===== src/hw/rtl/assert_macros.svh =====
// Assertion macros for the RTL files that carry concurrent checks.
// No dependencies; define ASSERT_OFF to compile the checks out.
`ifndef ASSERT_MACROS_SVH
`define ASSERT_MACROS_SVH
`ifndef ASSERT_OFF
// Property must hold at every rising clock edge outside reset.
`define ASSERT_PROP(label, clk, rst_n, prop, msg) \
    label: assert property (@(posedge clk) disable iff (!rst_n) (prop)) \
        else $error(msg);
// Condition must never be true at a rising clock edge outside reset.
`define ASSERT_NEVER(label, clk, rst_n, cond, msg) \
    label: assert property (@(posedge clk) disable iff (!rst_n) !(cond)) \
        else $error(msg);
`else
`define ASSERT_PROP(label, clk, rst_n, prop, msg)
`define ASSERT_NEVER(label, clk, rst_n, cond, msg)
`endif
`endif


===== src/hw/rtl/hdsr_pkg.sv =====
// Widths, constants, types and the percent table for the HSV shading block.
// No dependencies; every other RTL file of the block imports this package.
package hdsr_pkg;

    localparam int FRAC_BITS = 16;
    localparam int V_W       = FRAC_BITS + 1;   // holds 0 .. 1.0 inclusive
    localparam int HUE_W     = 9;
    localparam int PCT_W     = 7;
    localparam int DIST_W    = 8;
    localparam int CFG_W     = 8;
    localparam int SPAN_W    = CFG_W + 1;       // L+1 reaches 256
    localparam int NUM_W     = V_W + SPAN_W;    // dimming dividend
    localparam int K_W       = 6;               // 0 .. 60
    localparam int P_W       = V_W + K_W;       // C * k
    localparam int RECIP_W   = P_W - 5;         // 2^P_W / 60 < 2^(P_W-5)
    localparam int RGB_W     = 16;
    localparam int CH8_W     = 8;

    localparam int FIFO_AW    = 2;
    localparam int FIFO_DEPTH = 1 << FIFO_AW;

    localparam int PCT_ENTRIES = 1 << PCT_W;
    localparam int PCT_FULL    = 100;
    localparam int SECTOR_DEG  = 60;
    localparam int HUE_FULL    = 360;

    localparam logic [CFG_W-1:0] MAX_RAY_RESET = CFG_W'(20);

    localparam logic [HUE_W-1:0] HUE_360 = HUE_W'(HUE_FULL);
    localparam logic [HUE_W-1:0] HUE_60  = HUE_W'(SECTOR_DEG);
    localparam logic [HUE_W-1:0] HUE_120 = HUE_W'(2 * SECTOR_DEG);
    localparam logic [HUE_W-1:0] HUE_180 = HUE_W'(3 * SECTOR_DEG);
    localparam logic [HUE_W-1:0] HUE_240 = HUE_W'(4 * SECTOR_DEG);
    localparam logic [HUE_W-1:0] HUE_300 = HUE_W'(5 * SECTOR_DEG);

    // Reciprocal of 60 scaled by 2^P_W, rounded down.
    localparam longint RECIP_L = (longint'(1) << P_W) / SECTOR_DEG;
    localparam logic [RECIP_W-1:0] RECIP60 = RECIP_W'(RECIP_L);
    localparam logic [P_W-1:0]     SIXTY_P = P_W'(SECTOR_DEG);

    typedef enum logic [2:0] {
        SEC_R2Y,
        SEC_Y2G,
        SEC_G2C,
        SEC_C2B,
        SEC_B2M,
        SEC_M2R
    } t_sector;

    typedef struct packed {
        logic [V_W-1:0] s;
        t_sector        sector;
        logic [K_W-1:0] k;
    } t_side;

    typedef struct packed {
        logic [NUM_W-1:0]  num;
        logic [SPAN_W-1:0] span;
        t_side             side;
    } t_work;

    typedef struct packed {
        logic full;
        logic empty;
    } t_fifo_stat;

    // Percent to fixed point, floor(p * 2^FRAC_BITS / 100), inputs above 100 clamp.
    typedef logic [V_W-1:0] t_pct_lut [PCT_ENTRIES];

    function automatic t_pct_lut build_pct_lut();
        t_pct_lut t;
        longint   p;
        for (int i = 0; i < PCT_ENTRIES; i++) begin
            p = (i > PCT_FULL) ? longint'(PCT_FULL) : longint'(i);
            t[i] = V_W'((p << FRAC_BITS) / PCT_FULL);
        end
        return t;
    endfunction

    localparam t_pct_lut PCT_LUT = build_pct_lut();

endpackage


===== src/hw/rtl/hdsr_fifo.sv =====
// Four-entry work queue between the classifying front and the arithmetic back.
// Depends on hdsr_pkg for the work item type and the queue depth.
module hdsr_fifo (
    input  logic                i_clk,
    input  logic                i_rst_n,
    input  logic                i_push,
    input  hdsr_pkg::t_work     i_data,
    input  logic                i_pop,
    output hdsr_pkg::t_work     o_data,
    output hdsr_pkg::t_fifo_stat o_stat
);
    import hdsr_pkg::*;

    t_work                r_mem [FIFO_DEPTH];
    logic [FIFO_AW-1:0]   r_wr_ptr;
    logic [FIFO_AW-1:0]   r_rd_ptr;
    logic [FIFO_AW:0]     r_count;

    always_ff @(posedge i_clk) begin
        if (!i_rst_n) begin
            r_wr_ptr <= '0;
            r_rd_ptr <= '0;
            r_count  <= '0;
        end else begin
            if (i_push) begin
                r_wr_ptr <= r_wr_ptr + 1'b1;
            end
            if (i_pop) begin
                r_rd_ptr <= r_rd_ptr + 1'b1;
            end
            if (i_push && !i_pop) begin
                r_count <= r_count + 1'b1;
            end else if (i_pop && !i_push) begin
                r_count <= r_count - 1'b1;
            end
        end
    end

    always_ff @(posedge i_clk) begin
        if (i_push) begin
            r_mem[r_wr_ptr] <= i_data;
        end
    end

    assign o_data       = r_mem[r_rd_ptr];
    assign o_stat.full  = (r_count == (FIFO_AW+1)'(FIFO_DEPTH));
    assign o_stat.empty = (r_count == '0);

endmodule


===== src/hw/rtl/hdsr_front.sv =====
// Front end: accepts items, reduces hue, looks up s and v, builds the dimming dividend.
// Depends on hdsr_pkg; also finds sector and k, and pushes finished work items into hdsr_fifo.
module hdsr_front (
    input  logic                         i_clk,
    input  logic                         i_rst_n,
    input  logic                         i_valid,
    output logic                         o_stall,
    input  logic [hdsr_pkg::HUE_W-1:0]   i_hue,
    input  logic [hdsr_pkg::PCT_W-1:0]   i_saturation,
    input  logic [hdsr_pkg::PCT_W-1:0]   i_brightness,
    input  logic [hdsr_pkg::DIST_W-1:0]  i_distance,
    input  logic [hdsr_pkg::CFG_W-1:0]   i_max_ray_length,
    input  hdsr_pkg::t_fifo_stat         i_fifo_stat,
    output logic                         o_push,
    output hdsr_pkg::t_work              o_work
);
    import hdsr_pkg::*;

    logic en;
    logic accept;

    // Stage one registers.
    logic                r1_valid;
    logic [HUE_W-1:0]    r1_hue;
    logic [V_W-1:0]      r1_s;
    logic [V_W-1:0]      r1_v0;
    logic [SPAN_W-1:0]   r1_mult;
    logic [SPAN_W-1:0]   r1_span;

    // Stage two registers.
    logic                r2_valid;
    t_work               r2_work;

    logic [SPAN_W-1:0]   span;
    logic [SPAN_W-1:0]   n1_mult;
    logic [HUE_W-1:0]    n1_hue;
    t_sector             n2_sector;
    logic [HUE_W-1:0]    q;
    logic [K_W-1:0]      n2_k;

    // The front holds only when its last stage has an item the queue cannot take.
    assign en      = !(r2_valid && i_fifo_stat.full);
    assign o_stall = !en;
    assign accept  = i_valid && en;
    assign o_push  = r2_valid && en;
    assign o_work  = r2_work;

    assign span    = {1'b0, i_max_ray_length} + SPAN_W'(1);
    assign n1_mult = ({1'b0, i_distance} < span) ? (span - {1'b0, i_distance}) : '0;
    assign n1_hue  = (i_hue >= HUE_360) ? (i_hue - HUE_360) : i_hue;

    always_comb begin
        priority if (r1_hue < HUE_60) begin
            n2_sector = SEC_R2Y;
        end else if (r1_hue < HUE_120) begin
            n2_sector = SEC_Y2G;
        end else if (r1_hue < HUE_180) begin
            n2_sector = SEC_G2C;
        end else if (r1_hue < HUE_240) begin
            n2_sector = SEC_C2B;
        end else if (r1_hue < HUE_300) begin
            n2_sector = SEC_B2M;
        end else begin
            n2_sector = SEC_M2R;
        end
    end

    // Position inside the 120 degree period, folded about 60.
    always_comb begin
        priority if (r1_hue < HUE_120) begin
            q = r1_hue;
        end else if (r1_hue < HUE_240) begin
            q = r1_hue - HUE_120;
        end else begin
            q = r1_hue - HUE_240;
        end
        n2_k = (q >= HUE_60) ? K_W'(HUE_120 - q) : K_W'(q);
    end

    always_ff @(posedge i_clk) begin
        if (!i_rst_n) begin
            r1_valid <= 1'b0;
            r2_valid <= 1'b0;
        end else if (en) begin
            r1_valid <= accept;
            r2_valid <= r1_valid;
        end
    end

    always_ff @(posedge i_clk) begin
        if (en) begin
            r1_hue  <= n1_hue;
            r1_s    <= PCT_LUT[i_saturation];
            r1_v0   <= PCT_LUT[i_brightness];
            r1_mult <= n1_mult;
            r1_span <= span;

            r2_work.num         <= NUM_W'(r1_v0 * r1_mult);
            r2_work.span        <= r1_span;
            r2_work.side.s      <= r1_s;
            r2_work.side.sector <= n2_sector;
            r2_work.side.k      <= n2_k;
        end
    end

endmodule


===== src/hw/rtl/hdsr_div.sv =====
// Pipelined restoring divider: dimmed value = dividend / span, one quotient bit per stage.
// Depends on hdsr_pkg for widths and the side payload that rides along.
module hdsr_div (
    input  logic                       i_clk,
    input  logic                       i_rst_n,
    input  logic                       i_en,
    input  logic                       i_valid,
    input  hdsr_pkg::t_work            i_work,
    output logic                       o_valid,
    output logic [hdsr_pkg::V_W-1:0]   o_quo,
    output hdsr_pkg::t_side            o_side
);
    import hdsr_pkg::*;

    typedef struct packed {
        logic [SPAN_W-1:0] rem;
        logic [NUM_W-1:0]  w;     // dividend bits shift out, quotient bits shift in
    } t_divst;

    function automatic t_divst div_step(input logic [SPAN_W-1:0] rem,
                                        input logic [NUM_W-1:0]  w,
                                        input logic [SPAN_W-1:0] span);
        t_divst          res;
        logic [SPAN_W:0] t;
        logic            ge;
        t  = {rem, w[NUM_W-1]};
        ge = (t >= {1'b0, span});
        res.rem = ge ? SPAN_W'(t - {1'b0, span}) : SPAN_W'(t);
        res.w   = {w[NUM_W-2:0], ge};
        return res;
    endfunction

    logic [NUM_W-1:0]  r_vld;
    t_divst            r_st   [NUM_W];
    logic [SPAN_W-1:0] r_span [NUM_W];
    t_side             r_side [NUM_W];
    t_divst            n_st   [NUM_W];

    always_comb begin
        n_st[0] = div_step('0, i_work.num, i_work.span);
        for (int j = 1; j < NUM_W; j++) begin
            n_st[j] = div_step(r_st[j-1].rem, r_st[j-1].w, r_span[j-1]);
        end
    end

    always_ff @(posedge i_clk) begin
        if (!i_rst_n) begin
            r_vld <= '0;
        end else if (i_en) begin
            r_vld <= {r_vld[NUM_W-2:0], i_valid};
        end
    end

    always_ff @(posedge i_clk) begin
        if (i_en) begin
            r_span[0] <= i_work.span;
            r_side[0] <= i_work.side;
            for (int j = 0; j < NUM_W; j++) begin
                r_st[j] <= n_st[j];
            end
            for (int j = 1; j < NUM_W; j++) begin
                r_span[j] <= r_span[j-1];
                r_side[j] <= r_side[j-1];
            end
        end
    end

    assign o_valid = r_vld[NUM_W-1];
    assign o_quo   = r_st[NUM_W-1].w[V_W-1:0];
    assign o_side  = r_side[NUM_W-1];

endmodule


===== src/hw/rtl/hdsr_back.sv =====
// Back end: chroma, hue ramp, sector selection, 8-bit scaling and RGB565 packing.
// Depends on hdsr_pkg; fed by hdsr_div, the last stage is the output register.
module hdsr_back (
    input  logic                         i_clk,
    input  logic                         i_rst_n,
    input  logic                         i_en,
    input  logic                         i_valid,
    input  logic [hdsr_pkg::V_W-1:0]     i_v,
    input  hdsr_pkg::t_side              i_side,
    output logic                         o_valid,
    output logic [hdsr_pkg::RGB_W-1:0]   o_rgb565
);
    import hdsr_pkg::*;

    localparam int CV_W  = 2 * V_W;
    localparam int XP_W  = P_W + RECIP_W;
    localparam int SC_W  = V_W + CH8_W;

    logic [5:0]         r_vld;

    // B1: chroma.
    logic [V_W-1:0]     r1_c, r1_v;
    t_sector            r1_sec;
    logic [K_W-1:0]     r1_k;
    // B2: c * k and m.
    logic [P_W-1:0]     r2_p;
    logic [V_W-1:0]     r2_c, r2_m;
    t_sector            r2_sec;
    // B3: estimate of c * k / 60.
    logic [V_W-1:0]     r3_xe;
    logic [P_W-1:0]     r3_p;
    logic [V_W-1:0]     r3_c, r3_m;
    t_sector            r3_sec;
    // B4: corrected x.
    logic [V_W-1:0]     r4_x, r4_c, r4_m;
    t_sector            r4_sec;
    // B5: channels before scaling.
    logic [V_W-1:0]     r5_r, r5_g, r5_b;
    // B6: output register.
    logic [RGB_W-1:0]   r6_rgb;

    logic [CV_W-1:0]    cv;
    logic [XP_W-1:0]    xp;
    logic [P_W-1:0]     rem60;
    logic [V_W-1:0]     n4_x;
    logic [V_W-1:0]     cr, cg, cb;
    logic [CH8_W-1:0]   r8, g8, b8;

    function automatic logic [CH8_W-1:0] chan8(input logic [V_W-1:0] ch);
        logic [SC_W-1:0] sc;
        sc = ({ch, {CH8_W{1'b0}}}) - SC_W'(ch);
        return sc[FRAC_BITS +: CH8_W];
    endfunction

    assign cv = i_v * i_side.s;
    assign xp = r2_p * RECIP60;

    // The reciprocal estimate is low by at most one.
    always_comb begin
        rem60 = r3_p - P_W'(r3_xe * SIXTY_P);
        n4_x  = (rem60 >= SIXTY_P) ? (r3_xe + V_W'(1)) : r3_xe;
    end

    always_comb begin
        unique case (r4_sec)
            SEC_R2Y: begin cr = r4_c; cg = r4_x; cb = '0;   end
            SEC_Y2G: begin cr = r4_x; cg = r4_c; cb = '0;   end
            SEC_G2C: begin cr = '0;   cg = r4_c; cb = r4_x; end
            SEC_C2B: begin cr = '0;   cg = r4_x; cb = r4_c; end
            SEC_B2M: begin cr = r4_x; cg = '0;   cb = r4_c; end
            SEC_M2R: begin cr = r4_c; cg = '0;   cb = r4_x; end
            default: begin cr = '0;   cg = '0;   cb = '0;   end
        endcase
    end

    assign r8 = chan8(r5_r);
    assign g8 = chan8(r5_g);
    assign b8 = chan8(r5_b);

    always_ff @(posedge i_clk) begin
        if (!i_rst_n) begin
            r_vld <= '0;
        end else if (i_en) begin
            r_vld <= {r_vld[4:0], i_valid};
        end
    end

    always_ff @(posedge i_clk) begin
        if (i_en) begin
            r1_v   <= i_v;
            r1_c   <= cv[FRAC_BITS +: V_W];
            r1_sec <= i_side.sector;
            r1_k   <= i_side.k;

            r2_p   <= P_W'(r1_c * r1_k);
            r2_c   <= r1_c;
            r2_m   <= r1_v - r1_c;
            r2_sec <= r1_sec;

            r3_xe  <= V_W'(xp[XP_W-1:P_W]);
            r3_p   <= r2_p;
            r3_c   <= r2_c;
            r3_m   <= r2_m;
            r3_sec <= r2_sec;

            r4_x   <= n4_x;
            r4_c   <= r3_c;
            r4_m   <= r3_m;
            r4_sec <= r3_sec;

            r5_r   <= cr + r4_m;
            r5_g   <= cg + r4_m;
            r5_b   <= cb + r4_m;

            r6_rgb <= {r8[CH8_W-1:3], g8[CH8_W-1:2], b8[CH8_W-1:3]};
        end
    end

    assign o_valid  = r_vld[5];
    assign o_rgb565 = r6_rgb;

endmodule


===== src/hw/rtl/hsv_distance_shade_rgb565_top.sv =====
// HSV colour dimmed by distance, converted to RGB565: top level.
// Path: an accepted item passes the front stages, the queue, 26 divider stages and
// 6 back stages before its result is valid; the pipelined dimming divider sets the depth.
// Throughput: one item per cycle while the output is not stalled.
// Reset (i_rst_n low, synchronous) empties every stage and the queue and loads ray length 20.
// Depends on hdsr_pkg, hdsr_front, hdsr_fifo, hdsr_div, hdsr_back and assert_macros.svh.
`include "assert_macros.svh"
module hsv_distance_shade_rgb565_top (
    input  logic                         i_clk,
    input  logic                         i_rst_n,
    input  logic                         i_cfg_we,
    input  logic [hdsr_pkg::CFG_W-1:0]   i_cfg_wdata,
    input  logic                         i_in_valid,
    output logic                         o_in_stall,
    input  logic [hdsr_pkg::HUE_W-1:0]   i_hue,
    input  logic [hdsr_pkg::PCT_W-1:0]   i_saturation,
    input  logic [hdsr_pkg::PCT_W-1:0]   i_brightness,
    input  logic [hdsr_pkg::DIST_W-1:0]  i_distance,
    output logic                         o_out_valid,
    input  logic                         i_out_stall,
    output logic [hdsr_pkg::RGB_W-1:0]   o_rgb565
);
    import hdsr_pkg::*;

    // The ray length register. The user must write it only while the block is idle (the block
    // does not enforce this), so the front reads it directly when it forms the span L+1.
    logic [CFG_W-1:0] r_max_ray_length;

    always_ff @(posedge i_clk) begin
        if (!i_rst_n) begin
            r_max_ray_length <= MAX_RAY_RESET;
        end else if (i_cfg_we) begin
            r_max_ray_length <= i_cfg_wdata;
        end
    end

    // The front stalls the input only when its last stage holds an item and the
    // queue is full. The back advances as one pipeline whenever its output
    // register is empty or being taken, so the two sides never wait on each other
    // combinationally: the queue's registered full and empty flags are the only link.
    t_fifo_stat       fifo_stat;
    t_work            push_work;
    t_work            pop_work;
    logic             fifo_push;
    logic             fifo_pop;
    logic             en_b;

    logic             div_valid;
    logic [V_W-1:0]   div_quo;
    t_side            div_side;

    hdsr_front u_front (
        .i_clk            (i_clk),
        .i_rst_n          (i_rst_n),
        .i_valid          (i_in_valid),
        .o_stall          (o_in_stall),
        .i_hue            (i_hue),
        .i_saturation     (i_saturation),
        .i_brightness     (i_brightness),
        .i_distance       (i_distance),
        .i_max_ray_length (r_max_ray_length),
        .i_fifo_stat      (fifo_stat),
        .o_push           (fifo_push),
        .o_work           (push_work)
    );

    hdsr_fifo u_fifo (
        .i_clk   (i_clk),
        .i_rst_n (i_rst_n),
        .i_push  (fifo_push),
        .i_data  (push_work),
        .i_pop   (fifo_pop),
        .o_data  (pop_work),
        .o_stat  (fifo_stat)
    );

    assign en_b     = !(o_out_valid && i_out_stall);
    assign fifo_pop = en_b && !fifo_stat.empty;

    // The divider works out v0 * (L+1-d) / (L+1); a zero dividend covers the
    // case of a distance at or beyond L+1.
    hdsr_div u_div (
        .i_clk   (i_clk),
        .i_rst_n (i_rst_n),
        .i_en    (en_b),
        .i_valid (fifo_pop),
        .i_work  (pop_work),
        .o_valid (div_valid),
        .o_quo   (div_quo),
        .o_side  (div_side)
    );

    hdsr_back u_back (
        .i_clk    (i_clk),
        .i_rst_n  (i_rst_n),
        .i_en     (en_b),
        .i_valid  (div_valid),
        .i_v      (div_quo),
        .i_side   (div_side),
        .o_valid  (o_out_valid),
        .o_rgb565 (o_rgb565)
    );

    // The queue is never written when full nor read when empty.
    `ASSERT_NEVER(a_fifo_overflow, i_clk, i_rst_n, fifo_push && fifo_stat.full, "push into full queue")
    `ASSERT_NEVER(a_fifo_underflow, i_clk, i_rst_n, fifo_pop && fifo_stat.empty, "pop from empty queue")
    // A new result only appears when the back pipeline has just advanced.
    `ASSERT_PROP(a_out_rise_on_advance, i_clk, i_rst_n, $rose(o_out_valid) |-> $past(en_b), "result appeared while back held")

endmodule


===== config.mk =====
export PLATFORM = sky130hd
export DESIGN_NAME = hsv_distance_shade_rgb565_top
export DESIGN_NICKNAME = d
export VERILOG_FILES = /design/src/hw/rtl/hdsr_pkg.sv /design/src/hw/rtl/hdsr_fifo.sv /design/src/hw/rtl/hdsr_front.sv /design/src/hw/rtl/hdsr_div.sv /design/src/hw/rtl/hdsr_back.sv /design/src/hw/rtl/hsv_distance_shade_rgb565_top.sv
export VERILOG_INCLUDE_DIRS = /design/src /design/src/hw/rtl
export SDC_FILE = /design/constraint.sdc
export NUM_CORES = 2
export LEC_CHECK = 0
export BUFFER_PORTS_ARGS = -buffer_cell sky130_fd_sc_hd__buf_2
export CAP_MARGIN = 5
export CORE_ASPECT_RATIO = 1.2
export CORE_MARGIN = 2
export CORE_UTILIZATION = 55
export DETAILED_ROUTE_END_ITERATION = 12
export PLACE_DENSITY = 0.77
export SETUP_SLACK_MARGIN = 0.4
export SKIP_CTS_REPAIR_TIMING = 1
export SKIP_LAST_GASP = 1
export SLEW_MARGIN = 20
export SYNTH_ARGS = -nofsm -noshare
export SYNTH_HDL_FRONTEND = slang
export SYNTH_SLANG_ARGS = --single-unit

===== constraint.sdc =====
create_clock -name i_clk -period 109.3 [get_ports i_clk]
set_input_delay 16.395 -clock i_clk [delete_from_list [all_inputs] [get_ports i_clk]]
set_output_delay 16.395 -clock i_clk [all_outputs]
set_load 0.005 [all_outputs]

; ---- Yosys cells after proc, flatten, opt, wreduce, memory -nomap -nowiden
; Memory sizes are Yosys's and may differ from the RTL's. A register that Yosys moved wholly into a read port is not among the register bits.
; Index checks and enable logic that the tools add are counted.
[word_totals]
ff_bits = 438
output_inout_bits = 18
word_cells = 208
romBits = 4352
ram_bits = 2064
n_memories = 6
latch_bits = 0
[memory_table]
columns = memory, depth, word_bits, rd, rd_clocked_by_memory_dff, wr, line
row1 = (name not given), 128, 17, 1, 1, 0, hdsr_front.sv:93  ; r1_s <= PCT_LUT[i_saturation];
row2 = (name not given), 128, 17, 1, 1, 0, hdsr_front.sv:94  ; r1_v0 <= PCT_LUT[i_brightness];
row3 = u_div.r_st, 26, 35, 26, 0, 26, hdsr_div.sv:34  ; t_divst r_st [NUM_W];
row4 = u_div.r_side, 26, 26, 26, 0, 26, hdsr_div.sv:36  ; t_side r_side [NUM_W];
row5 = u_fifo.r_mem, 4, 61, 1, 1, 1, hdsr_fifo.sv:14  ; t_work r_mem [FIFO_DEPTH];
row6 = u_div.r_span, 26, 9, 25, 0, 26, hdsr_div.sv:35  ; logic [SPAN_W-1:0] r_span [NUM_W];
[op_classes]
div_mod_pow = 0
n_mul = 5
n_mux = 45
eq_ne = 6
n_lt_le_gt_ge = 35
n_addsub = 45
reduce_logical = 25
n_shift = 0
n_bitwise = 2
[ops]
columns = cell, n
row1 = 9-bit 2-to-1 mux, 29
row2 = 10-bit by 9-bit greater-or-equal comparator with 1-bit output, 25
row3 = 9-bit subtractor, 25
row4 = 17-bit one-hot mux with 2 select lines, 3
row5 = 24-bit by 17-bit subtractor with 24-bit output, 3
row6 = 17-bit adder, 3
row7 = 23-bit by 17-bit multiplier with 39-bit output (second input constant), 1
row8 = 17-bit by 17-bit multiplier with 33-bit output, 1
row9 = 17-bit by 9-bit multiplier with 26-bit output, 1
row10 = 23-bit by 6-bit greater-or-equal comparator with 1-bit output (second input constant), 1
row11 = 17-bit by 6-bit multiplier with 23-bit output, 1
row12 = 23-bit subtractor, 1
row13 = 17-bit by 4-bit multiplier with 21-bit output (second input constant), 1
row14 = 9-bit by 8-bit less-than comparator with 1-bit output (second input constant), 2
row15 = 17-bit by 1-bit adder with 17-bit output (second input constant), 1
row16 = 17-bit 2-to-1 mux, 1
row17 = 17-bit subtractor, 1
row18 = 7-bit NOT with 8-bit output, 2
row19 = 2-bit OR reduction, 7
row20 = 8-bit by 1-bit adder with 9-bit output (second input constant), 1
row21 = 3-bit equality test (second input constant), 3
row22 = 1-bit by 9-bit greater-or-equal comparator with 1-bit output, 1
row23 = 9-bit by 6-bit greater-or-equal comparator with 1-bit output (second input constant), 1
row24 = 9-bit greater-or-equal comparator (second input constant), 1
row25 = other kinds (24), 47

; ---- Longest topological paths before layout
[depth]
word_depth = 8
mapped_depth = 30
depth_no_buf = 28

; ---- Modules after synthesis
; Synthesis repeated with hierarchy kept, for this count alone.
[hier_totals]
cells_unflattened = 8468
area_unflattened_um2 = 116988.5
[by_module_without_submodules]
columns = module, seq_area_each_um2, area_per_inst_um2, cells_each, n_inst
row1 = hdsr_div, 48686.7, 62268.5, 3507, 1
row2 = hdsr_back, 9098.7, 31305.0, 3013, 1
row3 = hdsr_front, 3703.6, 13794.5, 1559, 1
row4 = hdsr_fifo, 7507.2, 9315.2, 362, 1
row5 = hsv_distance_shade_rgb565_top, 160.2, 305.3, 27, 1

; ---- Worst setup path after synthesis
; Ideal clock, no wire load.
[synth_path]
path_kind = input-to-reg
from = in i_out_stall
to = reg u_back.r6_rgb[0], in the netlist u_back.o_rgb565[0] (enable)
cell_stages = 4
setup_time_ns = 3.011
arrival_ns = 68.081
path_slack_ns = 38.208
cell_sequence = and2_1 -> clkbuf_1 -> inv_1 -> clkbuf_1
[synth_via]
elab_chain_cells = 1
[synth_lines]
columns = element, line
row1 = start: declaration, hsv_distance_shade_rgb565_top.sv:20  ; input logic i_out_stall,
row2 = 1-bit logical AND, hsv_distance_shade_rgb565_top.sv:77  ; assign en_b = !(o_out_valid && i_out_stall);
row3 = end signal: assignment, hdsr_back.sv:115  ; r6_rgb <= {r8[CH8_W-1:3], g8[CH8_W-1:2], b8[CH8_W-1:3]};
row4 = end: declaration, hdsr_back.sv:40  ; logic [RGB_W-1:0] r6_rgb;
; No other way between the ends.
; A chain may end at the register's enable or synchronous reset.

==> out/qor.yml <==
grtUsageTotal_pct: 19.53
synth.distinct_cells: 82
cts_tree: "done"
synth_top_flop_cell: "edfxtp_1"
multi_input_area_mm2: 0.04063
die_x_um: 420.1
die_y_um: 503.3
tightest_slew_ns: 1.141
final_antenna_net_count: 0
synthToLayoutAreaGrowth_pct: 9.081
cp_max_fo: 143
dr.first_iter.drc_count: 4071
core_area_mm2: 0.2068
ys_async_sr_fraction_pct: 0
gp_congestion: 0.8925
cts.htree.levels: 4
rsz0062_at_grt: "no"
clockRootBuffer: "clkbuf_16"
drive_above_1_share_pct: 6.904
ys_seq_area_share_pct: 60.52
synth-seq-cells: 2320
synth_nets: 9512
antenna_found_initial: 2
mostFrequentLayoutCells: "edfxtp_1 (2269), inv_1 (943), ha_1 (715)"
avgViaCountPerCell: 5.533
holdPathStages: 0
worstPathRequired_ns: 109.79
critPathKind: "input pin to flip-flop"
portBuffers: 61
fin_worst_skew_ns: 0.07631
path_clk_slew_ns: 0.06
layout_commonest_cell: "edfxtp_1"
cts.sinks: 2320
grt_start_max_net_pins: 208
final.period_utilization_pct: 20.21
hold_class: "flip-flop to flip-flop"
synth_area_leaders: "edfxtp_1 (60%), fa_1 (8.4%), ha_1 (7.8%)"
max_cap_violations: 0
period_minus_slack_ns: 22.09
endpoint_kind: "flip-flop"
status: "completed"
pre_cts_ws_ns: 86.12
ff2ff_path_depth: 28
grt_pass1_vias: 65610
hold_viol_final: 0
start_util_pct: 55.27
n_fill_cell: 15020
finalHoldWorstSlack_ns: 0.3666
ys.warnings.count: 0
syn_avg_cell_area_um2: 13.82
final_nets: 9587
slew_headroom_pct: 23.94
grt_pass1_wl_um: 332100
startpoint_type: "input pin"
dp_hpwl_um: 132900
yosys.area.top_type_share_pct: 59.62
clock.fmax_mhz: 45.27
wirelength_um: 203500
worst_slack_ns: 87.21
tns_ns: 0
register_area_mm2: 0.06916
syn_inst: 8271
setup_viol: 0
die-area_mm2: 0.2114
grt-ovfl-total: 0
arrival_ns: 22.57
row_count: 183
routedWlPerCell_um: 18.00
firstDrtPassIters: 7
synth-edff-count: 2269
vias: 62560
numCtsBuffers: 213
cts.path.max_buffers: 3
drc: 0
synth_largest_area_cell: "edfxtp_1"
clk_latency_ns: 0.88
synth_area_mm2: 0.1143
io_pins: 62
drv_slew: 0
final_util_pct: 60.29
-- routing by layer --
metal / track usage, % / vias up / routed length, um
met5: 0 / - / 0
met2: 35.92 / 1545 / 108600
met1: 22.87 / 31010 / 78930
met4: 8.263 / 0 / 7995
met3: 2.529 / 490 / 7983
li1: - / 29520 / -
-- worst max-delay path, stage by stage --
cell and delay [ns]:
buf_2 0.10, and2_1 0.13, buf_4 0.24, inv_8 0.60, buf_4 0.81, buf_4 0.82
buf_4 0.80, buf_4 0.46, buf_16 0.32, buf_4 0.73, buf_4 0.81
-- registers in the layout (all words and copies together) (netlist names), 21 cells and up, named ones only --
name,cells
u_front.o_work,61
u_div.r_st,703
u_div.r_side,676
u_div.r_vld,26
u_div.r_span,225
u_back.r2_p,23
u_fifo.r_mem,244
u_back.r3_p,21
-- cell usage after synthesis, types with 14 or more instances --
master,instances
o21ai_0,233
o21bai_1,16
nand4_1,66
and3_1,22
a31oi_1,41
xnor2_1,269
nand2b_1,110
dfxtp_1,51
nand2_1,639
clkbuf_1,217
edfxtp_1,2269
or3_1,16
nor2b_1,128
or2_2,21
a21boi_0,48
nand3_1,70
buf_1,24
nor3_1,55
o41ai_1,19
o2111ai_1,14
mux4_2,66
o211ai_1,29
mux2_2,51
nor2_1,396
mux2i_1,20
o31ai_1,24
and2_1,197
a21oi_1,436
a211oi_1,54
o21a_1,41
xor2_1,71
a21o_1,174
a22o_1,46
fa_1,482
a2111oi_0,15
ha_1,715
inv_1,944
o22ai_1,26
-- kinds of logic after synthesis --
kind of cell             after synthesis  share of synthesized area [%]
AO/OA/AOI/OAI                       1314                          7.319
multiplexers                         137                          1.978
AND/OR/NAND/NOR                     1764                          7.322
flip-flops                          2320                          60.52
buffers and inverters               1197                          3.956
adder cells (fa/ha/maj)             1198                          16.28
XOR/XNOR                             341                          2.626
-- metrics by stage --
stage	instance area (um2)	std cells
finish	124700	11310
CTS	124600	11300
global placement	117500	10900
global route	124700	11310
floorplan	114300	8271
detailed placement	117500	10900
-- final timing paths --
kind | endpoint | from | slack [ns]
setup / recovery | u_div.r_side[0][142] | i_out_stall | 87.21
hold / removal | u_back.r4_m[12] | u_back.r3_m[12] | 0.37
hold reg to reg | u_back.r4_m[12] | u_back.r3_m[12] | 0.37
setup reg to reg | u_back.r4_x[10] | u_back.r3_xe[2] | 101.80
-- final cells by class --
type | instances | area share (%)
diodes | 1 | 0.002008
clock buffers | 249 | 4.384
clock inverters | 151 | 1.302
inverters | 949 | 2.864
multi-input cells | 4754 | 32.59
flip-flops and latches | 2320 | 55.48
well taps | 2775 | 2.785
repair buffers | 108 | 0.5862
Power is left out: the tool's default activity adds up to more than one toggle a clock period on the data nets, which glitch-free logic cannot reach.
